<file path="config.mk">
export PLATFORM = sky130hd
export DESIGN_NAME = smc_front
export DESIGN_NICKNAME = d
export VERILOG_FILES = /design/src/sv/smc_pkg.sv /design/src/sv/smc_front.sv
export SDC_FILE = /design/constraint.sdc
export NUM_CORES = 1
export LEC_CHECK = 0
export BUFFER_PORTS_ARGS = -buffer_cell sky130_fd_sc_hd__buf_4
export CELL_PAD_IN_SITES_DETAIL_PLACEMENT = 1
export CELL_PAD_IN_SITES_GLOBAL_PLACEMENT = 1
export CORE_MARGIN = 3
export CORE_UTILIZATION = 47
export CTS_CLUSTER_SIZE = 25
export DETAILED_ROUTE_END_ITERATION = 10
export PLACE_DENSITY = 0.87
export SYNTH_ARGS = -nofsm -noshare
export SYNTH_HDL_FRONTEND = slang
export SYNTH_SLANG_ARGS = --single-unit
</file>
<file path="constraint.sdc">
create_clock -name clk -period 12.8 [get_ports clk]
set_clock_uncertainty 0.2 [all_clocks]
set_input_delay 2.56 -clock clk [delete_from_list [all_inputs] [get_ports clk]]
set_output_delay 2.56 -clock clk [all_outputs]
set_load 0.005 [all_outputs]
</file>
<file path="src/sv/smc_pkg.sv">
package smc_pkg;

	localparam int DataStackDepth = 64;
	localparam int ReturnStackDepth = 64;
	localparam int MemoryCells = 1024;
	localparam int CellBits = 32;

	typedef enum logic [3:0] {
		CMD_EXIT     = 4'd0,
		CMD_CALL     = 4'd1,
		CMD_LITERAL  = 4'd2,
		CMD_DUP      = 4'd3,
		CMD_SWAP     = 4'd4,
		CMD_DROP     = 4'd5,
		CMD_MINUS    = 4'd6,
		CMD_ZEQUAL   = 4'd7,
		CMD_SKIP     = 4'd8,
		CMD_ZSKIP    = 4'd9,
		CMD_VARIABLE = 4'd10,
		CMD_FETCH    = 4'd11,
		CMD_STORE    = 4'd12
	} cmd_t;

	typedef struct packed {
		logic [3:0]  command;
		logic [31:0] body_value;
		logic [31:0] inline_cell;
	} in_word_t;

	typedef struct packed {
		logic [31:0] top_value;
		logic [31:0] next_ip;
		logic        halted;
		logic [31:0] executed_count;
		logic        stack_fault;
	} out_word_t;

	// decoded command, produced by the front end
	typedef struct packed {
		logic        pop_ret;
		logic        push_ret;
		logic        push_data;
		logic        pop_data;
		logic        pop_data2;
		logic        peek_data;
		logic [3:0]  command;
		logic [31:0] body_value;
		logic [31:0] inline_cell;
	} dec_t;

endpackage

</file>
<file path="src/sv/smc_front.sv">
module smc_front (
	input  logic              clk,
	input  logic              arst_n,
	input  logic              in_valid,
	output logic              in_ready,
	input  smc_pkg::in_word_t in_data,
	output logic              q_valid,
	input  logic              q_ready,
	output smc_pkg::dec_t     q_data
);

	// two-entry queue of decoded words
	smc_pkg::dec_t ent_q [2];
	logic          wr_q, rd_q;
	logic [1:0]    cnt_q;
	smc_pkg::dec_t dec;
	logic          push, pop;

	always_comb begin
		dec = '0;
		dec.command = in_data.command;
		dec.body_value = in_data.body_value;
		dec.inline_cell = in_data.inline_cell;
		case (smc_pkg::cmd_t'(in_data.command))
			smc_pkg::CMD_EXIT:     dec.pop_ret = 1'b1;
			smc_pkg::CMD_CALL:     dec.push_ret = 1'b1;
			smc_pkg::CMD_LITERAL,
			smc_pkg::CMD_DUP,
			smc_pkg::CMD_VARIABLE: dec.push_data = 1'b1;
			smc_pkg::CMD_SWAP:     dec.peek_data = 1'b1;
			smc_pkg::CMD_DROP,
			smc_pkg::CMD_MINUS,
			smc_pkg::CMD_ZSKIP:    dec.pop_data = 1'b1;
			smc_pkg::CMD_STORE: begin
				dec.pop_data = 1'b1;
				dec.pop_data2 = 1'b1;
			end
			default: ;
		endcase
	end

	assign in_ready = (cnt_q != 2'd2);
	assign q_valid = (cnt_q != 2'd0);
	assign q_data = ent_q[rd_q];
	assign push = in_valid && in_ready;
	assign pop = q_valid && q_ready;

	always_ff @(posedge clk) begin
		if (push) begin
			ent_q[wr_q] <= dec;
		end
	end

	always_ff @(posedge clk or negedge arst_n) begin
		if (!arst_n) begin
			wr_q <= 1'b0;
			rd_q <= 1'b0;
			cnt_q <= 2'd0;
		end else begin
			if (push) wr_q <= ~wr_q;
			if (pop) rd_q <= ~rd_q;
			cnt_q <= cnt_q + {1'b0, push} - {1'b0, pop};
		end
	end

endmodule

</file>
Yosys cells after proc, flatten, opt, wreduce, memory -nomap -nowiden
Memories as Yosys holds them, arrays and structs flattened.
Index checks and enable logic that the tools add are counted.
{"block": "word_totals", "regBits": 4, "latchBits": 0, "ram_bits": 148, "mem_bits_ro": 0, "out_inout_bits": 76, "n_memories": 1}
{"memory": "ent_q", "words": 2, "width": 74, "read_ports": 1, "rd_ports_with_merged_regs": 0, "wr": 1, "line_no": "smc_front.sv:13", "text": "smc_pkg::dec_t ent_q [2];"}
{"block": "classes", "addsub": 2, "multipliers": 0, "div": 0, "order_cmp": 0, "eq_ne": 10, "shifts": 0, "n_mux": 8, "n_bitwise": 2, "reduce_logical": 6}
{"operator": "$eq A4 B3 Y1 const B", "n": 3}
{"operator": "$eq A4 B4 Y1 const B", "n": 3}
{"operator": "$eq A4 B2 Y1 const B", "n": 2}
{"operator": "$mux W1", "n": 8}
{"operator": "$eq A4 B1 Y1 const B", "n": 1}
{"operator": "$logic_not A4 Y1", "n": 1}
{"operator": "$reduce_or A4 Y1", "n": 1}
{"operator": "$reduce_or A3 Y1", "n": 1}
{"operator": "$add A2 B1 Y2", "n": 1}
{"operator": "$logic_and A1 B1 Y1", "n": 2}
{"operator": "$ne A2 B2 Y1 const B", "n": 1}
{"operator": "$not A1 Y1", "n": 2}
{"operator": "$reduce_bool A2 Y1", "n": 1}
{"operator": "$sub A2 B1 Y2", "n": 1}

Longest topological paths before layout
Gate-level depths: netlist (run 1).
{"block": "depth", "word_depth": 4, "mapped_depth": 5}

Least setup slack after synthesis (run 1)
OpenSTA, ideal clock, no wires.
{"block": "synth_path", "path_kind": "in2reg", "start": "in in_valid", "end": "mem ent_q[0][0] in the netlist's numbering (enable)", "arrival_time_ps": 5722, "required_time_ps": 12094, "slack_ps": 6371, "cell_stages": 2, "cell_sequence": "nand2_1 > nor2_1"}
{"block": "synth_between", "elab_chain_len": 3}
{"element": "from (decl)", "line_no": "smc_front.sv:4", "text": "input logic in_valid,"}
{"element": "$logic_and A1 B1 Y1", "line_no": "smc_front.sv:45", "text": "assign push = in_valid && in_ready;"}
{"element": "$mux W1", "line_no": "smc_front.sv:49", "text": "if (push) begin"}
{"element": "$mux W1 (not written as such)", "line_no": "smc_front.sv:50", "text": "ent_q[wr_q] <= dec;"}
{"element": "to (decl)", "line_no": "smc_front.sv:13"}
Every way passes these cells.

==> impl_metrics.json, run 1 <==
{
  "start_util_pct": 48.9,
  "r2r_start": "cnt_q[0]",
  "clockBufferDepth": 2,
  "synth_top_area_share_pct": 78.6,
  "hold_class": "register to register",
  "holdPathStages": 1,
  "finalMaxSlewViolations": 0,
  "outcome": "finished, final reports clean",
  "cts-root-buf": "clkbuf_16",
  "cts_tree": "built",
  "cts_resized": 0,
  "endpoint_kind": "primary output",
  "postCtsSetupRepairBufs": 0,
  "detail-route-antenna-nets": 0,
  "netlist_instances": 265,
  "synth_ff_type": "edfxtp_1",
  "grt.total_usage_pct": 17.9,
  "ys_async_sr_fraction_pct": 2.63,
  "nFillCells": 1014,
  "cts_hold_buf": 0,
  "synth_cell_types": 27,
  "setup_violations": 0,
  "arrival_ns": 2.15,
  "crit_type": "register to primary output",
  "hpwl_mm": 7.46,
  "fmax_ghz": 0.204,
  "slowest_stage": "dfrtp_4",
  "die-height_um": 116,
  "cts_buffers": 17,
  "hold-path-endpoint": "wr_q",
  "grt-ovfl-total": 0,
  "timing.rr.end": "ent_q[0][49]",
  "n_antenna_cell": 0,
  "fin_hold_ws_ns": 0.383,
  "ys_seq_area_share_pct": 80.4,
  "crit_buf_inv": 1,
  "io_pins": 148,
  "syn_area_um2": 5660,
  "drt_wl_total_mm": 11.6,
  "rows": 39,
  "area_growth_pct": 32.4,
  "setup_tns_ns": 0,
  "required_ns": 10.04,
  "clkSlewWorstSetupHoldPaths_ns": 0.05,
  "cp_cell_sequence": "mux2_2 -> buf_4",
  "p_per_area_nw_per_um2": 228,
  "synth_commonest_cells": "edfxtp_1, mux2_2, buf_2, buf_4",
  "synth_warnings": 0,
  "drv_cap": 0,
  "fp.coreArea_um2": 11600,
  "route.detailed.drc": 0,
  "routabilityCongestion": 0.683,
  "irDropWorstVdd_mv": 0.138,
  "via_count": 2950,
  "yosysMostFrequentCell": "edfxtp_1",
  "wl_per_cell_um": 20.0,
  "cp-start-kind": "register",
  "clock-sinks": 152,
  "syn_avg_cell_area_um2": 21.3,
  "hold_viol": 0,
  "grt_pass1_vias": 3215,
  "grt_pass1_wl_mm": 17.3,
  "slowest_delay_ns": 1.08,
  "finalCritPeriodShare_pct": 38.4,
  "antenna_found_initial": 0,
  "rsz0062_at_grt": "no",
  "htreeDepth": 4,
  "slew_headroom_pct": 30.2,
  "timing.critical_path.max_delay_family": "flip-flops",
  "port-buffer-count": 147,
  "hold_start": "wr_q",
  "drt_iter0_markers": 166,
  "p_leak_nw": 2.79,
  "clock_latency_ns": 0.42,
  "synth_area_leaders": "edfxtp_1, mux2_2, dfrtp_1",
  "synth-seq-cells": 152,
  "yosys.area.top_type": "edfxtp_1",
  "worst_slew_pin_slew_ns": 1.05,
  "nets": 495,
  "drive_gt1_share_pct": 58.8,
  "grt_start_max_net_pins": 76,
  "cp_num_cells": 2,
  "avgViaCountPerCell": 5.11,
  "synth-edff-count": 148,
  "synth_fp_nets": 338,
  "r2r_slack_ns": 10.13,
  "dieArea_um2": 13400,
  "drt-pass1-iter-count": 4,
  "cp_max_fo": 75,
  "post-route-min-period_ns": 4.91,
  "r2r_cells": 4,
  "die_width_um": 116
}
## power by group
part	switching [mW]	internal (mW)
registers	0.0783	0.684
clock network	0.178	0.322
logic	0.179	0.266
total	0.435	1.27
## through the flow
| step | std cells | utilization [%] | area, um2 | total power [mW] | setup WS [ns] |
|---|---|---|---|---|---|
| final | 577 | 64.8 | 7490 | 1.71 | 7.89 |
| after floorplan | 265 | - | 5660 | 0.980 | 6.37 |
| after global routing | 577 | 64.8 | 7490 | 1.79 | 7.82 |
| after CTS | 577 | 64.8 | 7490 | 1.73 | 7.87 |
| after detailed placement | 546 | 59.6 | 6900 | 1.22 | 8.11 |
| after global placement | 546 | 59.6 | 6900 | 1.20 | 8.19 |
## final cells by class
cell class | instances | area, um2 | area share (%)
Timing Repair Buffer | 148 | 1110 | 14.8
Inverter | 1 | 3.75 | 0.0501
Clock inverter | 11 | 155 | 2.07
Multi-Input combinational cell | 102 | 1060 | 14.1
Clock buffer | 20 | 437 | 5.83
Tap cell | 143 | 179 | 2.39
Sequential cell | 152 | 4550 | 60.7
## cell usage in the layout (no fill, tap or decap), drive strengths merged, types with 2 or more instances in the layout
| master | Yosys | final |
|---|---|---|
| clkinv | 0 | 6 |
| mux2 | 74 | 74 |
| nor4b | 2 | 2 |
| buf | 10 | 148 |
| o21ai | 2 | 2 |
| bufinv | 0 | 4 |
| nor2 | 3 | 3 |
| nand2 | 2 | 2 |
| edfxtp | 148 | 148 |
| xnor2 | 4 | 4 |
| dfrtp | 4 | 4 |
| clkbuf | 0 | 20 |
## sequential cells by signal, summed over array words and instances (netlist names)
| register | count |
|---|---|
| ent_q | 148 |
| cnt_q | 2 |
| rd_q | 1 |
| wr_q | 1 |
## metal layers
layer  wire length, um  part of all wire, %  vias to the layer above  GRT usage (%)
met3               710                  6.1                       16           6.01
li1                  -                    -                     1368              -
met5                 0                    0                        -              0
met2              6340                   55                      100           31.9
met1              4280                   37                     1466           19.4
met4               216                  1.9                        0           8.35
## worst max-delay path by stage
stage          startpoint     endpoint  slack, ns
3_5_place_dp     in_valid  ent_q[0][6]       8.11
3_3_place_gp     in_valid  ent_q[0][6]       8.19
2_1_floorplan    in_valid  ent_q[0][0]       6.37
4_1_cts              rd_q   q_data[73]       7.87
6_report             rd_q   q_data[55]       7.89
5_1_grt              rd_q   q_data[55]       7.82
## cell families after synthesis
logic type      share of synthesized area (%)
simple gates                             1.90
fa+ha+maj                               0.221
flops                                    80.4
xor+xnor                                0.619
buf+inv                                  1.17
compound gates                          0.995
mux                                      14.7
(Power assumes the default switching activity.)
==> inputs of run 2 (changes only) <==
--- a/config.mk
+++ b/config.mk
@@ -9,10 +9,10 @@
 export CELL_PAD_IN_SITES_DETAIL_PLACEMENT = 1
 export CELL_PAD_IN_SITES_GLOBAL_PLACEMENT = 1
 export CORE_MARGIN = 3
-export CORE_UTILIZATION = 47
+export CORE_UTILIZATION = 44
 export CTS_CLUSTER_SIZE = 25
 export DETAILED_ROUTE_END_ITERATION = 10
-export PLACE_DENSITY = 0.87
+export PLACE_DENSITY = 0.83
 export SYNTH_ARGS = -nofsm -noshare
 export SYNTH_HDL_FRONTEND = slang
 export SYNTH_SLANG_ARGS = --single-unit
==> constraint.sdc (replaced) <==
create_clock -name clk -period 5 [get_ports clk]
set_clock_uncertainty 0.2 [all_clocks]
set_input_delay 1 -clock clk [delete_from_list [all_inputs] [get_ports clk]]
set_output_delay 1 -clock clk [all_outputs]
set_load 0.005 [all_outputs]
==> run 2 against run 1 <==
  * Global-route usage fell by 0.90 points
  * Flip-flop and latch count did not move
  * Sequential share of layout area fell by 0.51 points
  * Via count rose by 0.78%
  * Worst hold slack got worse by 0.21 ns
  * Register-to-register slack got worse by 7.5 ns
==> impl_metrics.json, run 2 (synthesis results as in run 1) <==
{
  "final_common_cell": "edfxtp_1",
  "detail-route-antenna-nets": 0,
  "wl_per_cell_um": 19.2,
  "htreeDepth": 4,
  "cts_hold_buf": 0,
  "start_util_pct": 46.1,
  "finalMaxSlewViolations": 0,
  "clkSlewWorstSetupHoldPaths_ns": 0.06,
  "nets": 495,
  "port-buffer-count": 147,
  "internal_power_mw": 3.30,
  "cts-root-buf": "clkbuf_16",
  "p_leak_nw": 2.81,
  "hold_viol": 0,
  "switching_power_mw": 1.11,
  "antenna_found_initial": 0,
  "clock_latency_ns": 0.41,
  "combPwrFrac_pct": 26.0,
  "cts_resized": 0,
  "rsz0062_at_grt": "no",
  "arrival_ns": 2.14,
  "hpwl_mm": 7.37,
  "grt_start_max_net_pins": 76,
  "drt_iter0_markers": 175,
  "p_per_area_nw_per_um2": 584,
  "rows": 40,
  "avgViaCountPerCell": 4.94,
  "area_growth_pct": 33.6,
  "fmax_ghz": 0.299,
  "endpoint_kind": "primary output",
  "hold_class": "input port to async pin",
  "drv_cap": 0,
  "grt-ovfl-total": 0,
  "clockBufferDepth": 2,
  "required_ns": 3.80,
  "io_pins": 148,
  "clock-sinks": 152,
  "fp.coreArea_um2": 12300,
  "worst_slew_pin_slew_ns": 1.08,
  "top_register": "ent_q",
  "fin_hold_ws_ns": 0.169,
  "grt_pass1_vias": 3301,
  "reg.largest.list": "ent_q: 148 flops, cnt_q: 2 flops",
  "grt_pass1_wl_mm": 18.1,
  "drt_wl_total_mm": 11.5,
  "switching_share_pct": 25.1,
  "irDropWorstVdd_mv": 0.393,
  "grt.total_usage_pct": 17.0,
  "cp-start-kind": "register",
  "setup_tns_ns": 0,
  "cts_tree": "built",
  "final_cell_mix": "edfxtp_1, buf_4, mux2_2",
  "drt-pass1-iter-count": 4,
  "largest_reg_flops": 148,
  "dieArea_um2": 14200,
  "route.detailed.drc": 0,
  "postCtsSetupRepairBufs": 0,
  "pwr-share-clk_pct": 29.9,
  "slew_headroom_pct": 28.2,
  "outcome": "finished, final reports clean",
  "routabilityCongestion": 0.688,
  "power_frac_seq_pct": 44.0,
  "cp_max_fo": 75,
  "n_antenna_cell": 0,
  "via_count": 2973,
  "die_width_um": 119,
  "finalCritPeriodShare_pct": 66.8,
  "die-height_um": 119,
  "setup_violations": 0,
  "drive_gt1_share_pct": 58.3,
  "crit_type": "register to primary output",
  "post-route-min-period_ns": 3.34,
  "cts_buffers": 17,
  "utilization_pct": 61.6
}
run 2: cell types whose count changed in the layout (fill, tap and decap cells not counted), sizes merged:
cell / delta
clkbuf: -3
clkinv: +3
bufinv: +1
clkinvlp: -1
run 2: worst max-delay path, cell delays in order, from the launching register on:
cell and delay [ns]:
dfrtp_4 1.08, mux2_2 0.45, buf_4 0.14
run 2: path summary, 6_finish.rpt:
path	from	endpoint	slack, ns	depth (start not counted)
hold reg to reg	wr_q	wr_q	0.35	1
setup reg to reg	cnt_q[0]	ent_q[0][12]	2.66	4
setup / recovery	rd_q	q_data[2]	1.66	2
max in group asynchronous	arst_n	rd_q	4.32	1
min in group clk	wr_q	wr_q	0.35	1
hold / removal	arst_n	rd_q	0.17	1
run 2: cell type report:
class                   count  area (um2)
clock buffers              17         425
inverters                   1        3.75
well taps                 168         210
flip-flops and latches    152        4550
clock inverters            14         186
multi-input cells         102        1060
repair buffers            148        1120
fillers                  1079        4710
run 2: per-layer routing:
layer  GRT usage [%]  vias up  wire length (um)
met1            18.7     1479              4490
met3            6.17       24               768
met5               0        -                 0
met2            29.5      103              6010
li1                -     1367                 -
met4            7.87        0               270
run 2: per-stage QoR:
stage	cells	area, um2	total power, mW	worst slack (ns)
floorplan	265	5660	2.51	0.131
global placement	571	6940	3.09	2.08
detailed placement	571	6940	3.14	2.07
CTS	602	7550	4.48	1.61
global route	602	7550	4.64	1.54
finish	602	7550	4.41	1.66
run 2: power by group through the flow:
stage | logic (mW) | registers, mW | clock network (mW)
after floorplan | 0.672 | 1.84 | 0
after global placement | 1.14 | 1.95 | 0
after detailed placement | 1.16 | 1.98 | 0
after CTS | 1.18 | 1.95 | 1.35
after global routing | 1.24 | 1.98 | 1.41
final | 1.15 | 1.94 | 1.32
